<file path="src/wdi_pkg.sv">
// Shared types and constants for the word dictionary indexer.
// No dependencies.
`default_nettype none
package wdi_pkg;
	localparam int unsigned DictDepthDef  = 1024;
	localparam int unsigned MaxWordLenDef = 140;

	localparam logic [7:0] ChSpace = 8'd32;
	localparam logic [7:0] ChTab   = 8'd9;
	localparam logic [7:0] ChNl    = 8'd10;
	localparam logic [7:0] ChNul   = 8'd0;
	localparam logic [7:0] ChAt    = 8'h40;
	localparam logic [7:0] ChT     = 8'h74;
	localparam logic [7:0] ChH     = 8'h68;
	localparam logic [7:0] ChE     = 8'h65;

	localparam logic [1:0] CfgMinLen   = 2'd0;
	localparam logic [1:0] CfgMaxWords = 2'd1;

	localparam logic [31:0] CountMax = 32'hFFFF_FFFF;

	typedef struct packed {
		logic [7:0] char_code;
		logic       end_of_message;
	} item_t;

	typedef struct packed {
		logic [9:0]  word_index;
		logic        is_end_marker;
		logic        is_new_word;
		logic [31:0] word_total;
		logic        dictionary_full;
		logic        last;
	} result_t;

	// one job per accepted item that yields any result
	typedef struct packed {
		logic       has_word;
		logic       is_end;
		logic [7:0] len;
	} job_t;
endpackage
`default_nettype wire

</file>
<file path="src/wdi_queue.sv">
// Two-entry job queue between front and back.
// Depends on wdi_pkg.
`default_nettype none
module wdi_queue (
	input  wire logic     clk,
	input  wire logic     arst_n,
	input  wire logic     push,
	input  wire wdi_pkg::job_t push_job,
	input  wire logic     pop,
	output logic          q_valid,
	output logic          q_full,
	output wdi_pkg::job_t q_job
);
	import wdi_pkg::*;

	job_t       ent_q [2];
	logic       wp_q, rp_q;
	logic [1:0] cnt_q;

	assign q_valid = cnt_q != 2'd0;
	assign q_full  = cnt_q == 2'd2;
	assign q_job   = ent_q[rp_q];

	always_ff @(posedge clk or negedge arst_n) begin
		if (!arst_n) begin
			wp_q  <= 1'b0;
			rp_q  <= 1'b0;
			cnt_q <= '0;
		end else begin
			if (push)
				wp_q <= !wp_q;
			if (pop)
				rp_q <= !rp_q;
			if (push && !pop)
				cnt_q <= cnt_q + 2'd1;
			else if (pop && !push)
				cnt_q <= cnt_q - 2'd1;
		end
	end

	always_ff @(posedge clk) begin
		if (push)
			ent_q[wp_q] <= push_job;
	end
endmodule
`default_nettype wire

</file>
<file path="config.mk">
export PLATFORM = sky130hd
export DESIGN_NAME = wdi_queue
export DESIGN_NICKNAME = d
export VERILOG_FILES = /design/src/wdi_pkg.sv /design/src/wdi_queue.sv
export SDC_FILE = /design/constraint.sdc
export NUM_CORES = 1
export LEC_CHECK = 0
export BUFFER_PORTS_ARGS = -buffer_cell sky130_fd_sc_hd__buf_2
export CAP_MARGIN = 5
export CORE_MARGIN = 10
export CORE_UTILIZATION = 45
export DETAILED_ROUTE_END_ITERATION = 12
export GPL_TIMING_DRIVEN = 1
export PLACE_DENSITY = 0.7
export RECOVER_POWER = 100
export SYNTH_ARGS = -nofsm -noshare
export SYNTH_HDL_FRONTEND = slang
export SYNTH_SLANG_ARGS = --single-unit
export TNS_END_PERCENT = 1
</file>
<file path="constraint.sdc">
create_clock -name clk -period 3.35 [get_ports clk]
set_clock_uncertainty 0.2 [all_clocks]
set_input_delay 0 -clock clk [delete_from_list [all_inputs] [get_ports clk]]
set_output_delay 0 -clock clk [all_outputs]
set_load 0.05 [all_outputs]
</file>
# == Word level (Yosys, flattened, before mapping) ==
# Memories as Yosys holds them, arrays and structs flattened.
# Cells that the tools add are included.
# op_classes
n_addsub,2
n_eq_ne,1
muxes,4
reduce_logical,8
# ops
cell,n
$logic_not 1->1,4
$mux 2,2
$reduce_bool 2->1,2
$add 2x1->2 const B,1
$eq 2x2->1 const B,1
$logic_and 1x1->1,2
$mux 1,2
$sub 2x1->2 const B,1
# totals
input_bits,14
reg_bits,4
mem_bits_rw,20
n_memories,1
# memory_table
name,depth,word_bits,read_ports,rd_ports_with_merged_regs,write_ports,line,source
ent_q,2,10,1,0,1,wdi_queue.sv:16,job_t ent_q [2];

# == Logic depth before layout (Yosys ltp) ==
# Gate-level depths: netlist of the first run.
# logic_depth
word_depth,4
mapped_depth,5

# == Worst setup path before layout of the first run ==
# OpenSTA, ideal clock, no wires.
# synth_timing
path_kind,reg-to-reg
start,register wp_q
end,memory ent_q[0][0] (netlist name) (enable)
path_stages_with_launch,2
slack_ps,1897
t_arrival_ps,876
t_required_ps,2773
n_path_buf,0
setup_time_ps,377
cell_sequence,dfrtp_1 -> nor2b_1
# synth_lines
element,line,source
from (decl),wdi_queue.sv:17,"logic wp_q, rp_q;"
from (signal assigned),wdi_queue.sv:31,wp_q <= !wp_q;
to (decl),wdi_queue.sv:16,
# No word-level cell before the write port.

==> results of run 1 <==
==> placed cells by master, fill, tap and decap left out <==
master	count
or2_1	1
and2b_2	1
mux2_2	1
nor2_1	1
dlygate4sd3_1	14
inv_1	1
nor2b_1	1
edfxtp_1	20
bufinv_16	1
and2_0	1
buf_2	6
ha_1	1
diode_2	1
dfrtp_1	4
xor2_1	4
clkbuf_1	19
mux2_4	9
clkbuf_4	3
xnor2_1	1
==> layout make-up <==
| cell class | instances | area, um^2 |
|---|---|---|
| inverter | 1 | 3.75 |
| tap | 27 | 33.8 |
| clock buffer | 3 | 22.5 |
| antenna | 1 | 2.50 |
| sequential | 24 | 701 |
| clock inverter | 1 | 30.0 |
| multi-input combinational | 21 | 234 |
| fill | 159 | 713 |
| timing repair buffer | 39 | 241 |
==> path summary, 6_finish.rpt <==
check,from,to,depth (start not counted)
max,rp_q$_DFFE_PN0P_,q_job[4],2
min,push_job[5],ent_q[0][5]$_DFFE_PP_,2
max reg2reg,wp_q$_DFFE_PN0P_,ent_q[0][9]$_DFFE_PP_,1
min reg2reg,cnt_q[1]$_DFFE_PN0P_,cnt_q[1]$_DFFE_PN0P_,1
max in group asynchronous,arst_n,wp_q$_DFFE_PN0P_,3
min in group asynchronous,arst_n,cnt_q[0]$_DFFE_PN0P_,3
==> power groups by stage <==
stage,Combinational [mW],Sequential [mW],Clock [mW]
floorplan,0.426,0.436,0
finish,0.460,0.468,0.201
global placement,0.467,0.470,0
CTS,0.484,0.469,0.204
global route,0.483,0.478,0.215
detailed placement,0.472,0.475,0
==> routing by layer <==
metal	vias to the layer above	track usage	share of wire
li1	257	-	-
met2	19	0.129	0.49
met4	0	0.0445	0.026
met3	4	0.0373	0.086
met1	247	0.0778	0.39
met5	-	0	0
==> repair_timing <==
| action | 4_1_cts | 5_1_grt |
|---|---|---|
| setup buffers | 0 | 0 |
| hold buffers | 14 | 0 |
| hold endpoints to repair | 28 | 0 |
==> stage by stage <==
step / power [mW] / setup slack (ns)
2_1_floorplan: 0.862 / 1.90
3_3_place_gp: 0.937 / 1.71
3_5_place_dp: 0.946 / 1.66
6_report: 1.13 / 1.33
5_1_grt: 1.18 / 1.25
4_1_cts: 1.16 / 1.46
==> flip-flops by register name (all words and copies together), names as in the netlist <==
signal	count
ent_q	20
cnt_q	2
rp_q	1
wp_q	1
==> kinds of logic (layout without fill, tap and decap cells) <==
logic type	Yosys count	count (layout)	share of synthesized area
xor+xnor	5	5	0.0461
fa+ha+maj	1	1	0.0132
buf+inv	2	44	0.0158
flops	24	24	0.738
mux	10	10	0.154
other cells	0	1	0
simple gates	5	5	0.0329
==> results.cfg, run 1 <==
[floorplan]
rows = 16
die_x_um = 65.9
io_pins = 26
initial_core_util = 0.479
dieArea_mm2 = 0.00435
core_area_mm2 = 0.00198
die_h_um = 65.9

[setup_path]
crit_family = flip-flops
crit_fanout = 11
critPathRequiredTime_ns = 3.15
crit_buf_inv = 1
cp.arrival_ns = 1.82
crit_chain = mux2_4, clkbuf_1
ff2ff_setup_slack_ns = 1.68
critPathCaptureType = output pin
slowest_delay_ns = 0.76
start_kind = flop
critPathKind = reg2out
crit_slowest_cell = dfrtp_1

[detailed_routing]
drt_wl_total_um = 1620
first_pass_iters = 4
wl_per_cell_um = 13.9
viasPerCell = 4.50
drtIter0Drc = 12
drc = 0
vias = 527
antenna_left = 0

[power_and_ir_drop]
clkPwrFrac = 0.178
p_switching_uw = 455
power_per_cell_area_mw_per_mm2 = 891
leakage_nw = 0.491
power_frac_seq = 0.414
vdd_drop_max_mv = 0.470
p_comb_frac = 0.407
p_int_uw = 675
power_switching_share = 0.403

[cts]
clk_path_buf_depth = 2
ctsHtreeMaxLevel = 1
cts_buffers = 3
clk_latency_ns = 0.30
clk_pin_slew_ns = 0.13
cts.sinks = 24
cts_tree = built
cts_resized = 0
cts_root_buf = clkbuf_4

[timing]
whs_ns = 0.215
min_period_over_period = 0.603
min_period_ns = 2.02
worst_pin_slew_ns = 0.862
max_freq_mhz = 495
relSlewSlack = 0.424
slew_violations = 0
rsz0062_at_grt = false
finalSetupViolCount = 0
tns_ns = 0
final-hold-violation-count = 0

[grt]
grt_pass1_vias = 582
grt_pass1_wl_um = 2630
antenna_found_initial = 1
track_usage = 0.0777
grt_overflow = 0
grt_max_degree = 15

[yosys]
yosys_warnings = 0
ys_async_sr_fraction = 0.167
avgSynthCellArea_um2 = 20.2
syn-cell-area_um2 = 950
synth.area.top_cells = edfxtp_1 (63%), mux2_4 (14%), dfrtp_1 (11%), xor2_1 (3.7%), ha_1 (1.3%)
ys_types = 14
ys_ff_latch = 24
synth_most_common_cell = edfxtp_1
synth-edff-count = 20
ys_top_cells_by_count = edfxtp_1 (20), mux2_4 (9), dfrtp_1 (4), xor2_1 (4)
syn_nets = 62
syn_inst = 47
synth_top_area_cell = edfxtp_1
yosysTopAreaCellShare = 0.632
seq_area_frac_synth = 0.738
synthFlopType = edfxtp_1

[placement]
gp_congestion = 0.663
place_area_mm2 = 0.00110
io_buffer_count = 25
place_inst = 98

[cells_and_area]
utilization = 0.640
nets = 105
drive_above_1_share = 0.236
postLayoutCellArea_mm2 = 0.00127
fin_cells = 117
area_growth_pct = 33.6

[status]
status = finished clean

[hold_path]
hp-class = in2reg

[job]
cap_violations = 0
Power figures use the tool's default switching activity.
==> run 2: changes to the inputs <==
Settings changed: CORE_UTILIZATION 45 to 44, PLACE_DENSITY 0.7 to 0.72.
Clock period 3.35 ns to 1.8 ns, I/O delays scaled along.
==> run 2 against run 1 <==
Wire length decreased by 1.6%. Utilization grew 0.80 points. Final cell count grew 1.7%. Worst hold slack lost 0.012 ns.
==> results.cfg, run 2 (synthesized netlist as in run 1, its figures left out) <==
[status]
status = finished clean

[setup_path]
critPathRequiredTime_ns = 1.60
start_kind = flop
critPathKind = reg2out
critPathCaptureType = output pin
cp.arrival_ns = 1.53
crit_fanout = 7

[floorplan]
initial_core_util = 0.474
dieArea_mm2 = 0.00442
core_area_mm2 = 0.00200
rows = 16
die_x_um = 66.5
io_pins = 26
die_h_um = 66.5

[cells_and_area]
multi_input_area_um2 = 234
regMostFlops = ent_q
area_growth_pct = 36.6
final_common_cell = edfxtp_1
fin_cells = 119
drive_above_1_share = 0.380
final_cell_mix = edfxtp_1 (20), dlygate4sd3_1 (14), buf_2 (10), mux2_4 (9)
n_fill_cell = 161
nets = 108
num_antenna_cells = 0
reg.largest.list = ent_q: 20 flops, cnt_q: 2 flops
largest_reg_flops = 20
final-seq-area_um2 = 702

[grt]
grt_max_degree = 15
grt_overflow = 0
grt_util_met1 = 0.0678
use_met3 = 0.0318
antenna_found_initial = 0
grt_pass1_wl_um = 2550
grt_pass1_vias = 558
busiest_layer = met2
track_usage = 0.0766
grt_use_met2 = 0.140

[placement]
io_buffer_count = 25
dpl.hpwl_um = 1170
dpl_worst_slack_ns = 0.327
gp_congestion = 0.660
place_inst = 101

[power_and_ir_drop]
leakage_nw = 0.532
power_per_cell_area_mw_per_mm2 = 1660
vdd_drop_max_mv = 0.832

[detailed_routing]
drt_wl_total_um = 1600
wl_per_cell_um = 13.4
drtIter0Drc = 16
antenna_left = 0
first_pass_iters = 2
viasPerCell = 4.32
drc = 0
vias = 514

[job]
cap_violations = 0

[timing]
max_freq_mhz = 577
min_period_over_period = 0.963
whs_ns = 0.204
rsz0062_at_grt = false
min_period_ns = 1.73
final-hold-violation-count = 0
relSlewSlack = 0.566
layout_setup_ws_ns = 0.0669
slew_violations = 0
worst_pin_slew_ns = 0.651
finalSetupViolCount = 0
tns_ns = 0

[cts]
cts.sinks = 24
ctsHtreeMaxLevel = 1
cts_setup_buffers = 0
clk_path_buf_depth = 2
cts_root_buf = clkbuf_4
clk_latency_ns = 0.31
cts_buffers = 3
cts_tree = built
clk_pin_slew_ns = 0.12

[hold_path]
hp-class = in2reg
## run 2: final timing paths
check,from,end,slack (ns),cells after the start
max,rp_q$_DFFE_PN0P_,q_job[1],0.07,3
min,push_job[8],ent_q[0][8]$_DFFE_PP_,0.20,2
max reg2reg,wp_q$_DFFE_PN0P_,ent_q[1][5]$_DFFE_PP_,0.30,1
min reg2reg,cnt_q[1]$_DFFE_PN0P_,cnt_q[1]$_DFFE_PN0P_,0.29,1
max in group asynchronous,arst_n,rp_q$_DFFE_PN0P_,0.82,3
min in group asynchronous,arst_n,cnt_q[0]$_DFFE_PN0P_,0.39,3
## run 2: layout make-up
cell class	instances	share of cell area
timing repair buffer	42	0.209
clock inverter	1	0.0231
sequential	24	0.541
clock buffer	3	0.0174
multi-input combinational	21	0.180
tap	27	0.0260
inverter	1	0.00289
## run 2: report_power, final
part	internal (mW)	total (mW)	switching, mW
registers	0.754	0.833	0.0785
logic	0.324	0.943	0.619
clock network	0.225	0.378	0.153
total	1.30	2.15	0.850
## run 2: worst max-delay path, cell delays in order (launching register included)
cell     delay (ns)
dfrtp_2        0.46
buf_4          0.21
mux2_2         0.34
buf_2          0.21
## run 2: through the flow
| stage | cell area (um^2) | total power, mW | utilization |
|---|---|---|---|
| 2_1_floorplan | 950 | 1.60 | - |
| 3_3_place_gp | 1120 | 1.78 | 0.559 |
| 3_5_place_dp | 1120 | 1.80 | 0.559 |
| 4_1_cts | 1310 | 2.20 | 0.656 |
| 5_1_grt | 1300 | 2.25 | 0.648 |
| 6_report | 1300 | 2.15 | 0.648 |
## run 2: routing by layer
metal	wire length, um	part of all wire
met2	849	0.53
met4	39	0.024
met5	0	0
met1	585	0.37
met3	123	0.077
## run 2: what timing repair did
item,CTS,global route
endpoints found under the hold margin,27,0
endpoints found under the setup margin,4,0
resized for setup,1,0
hold buffers,14,0
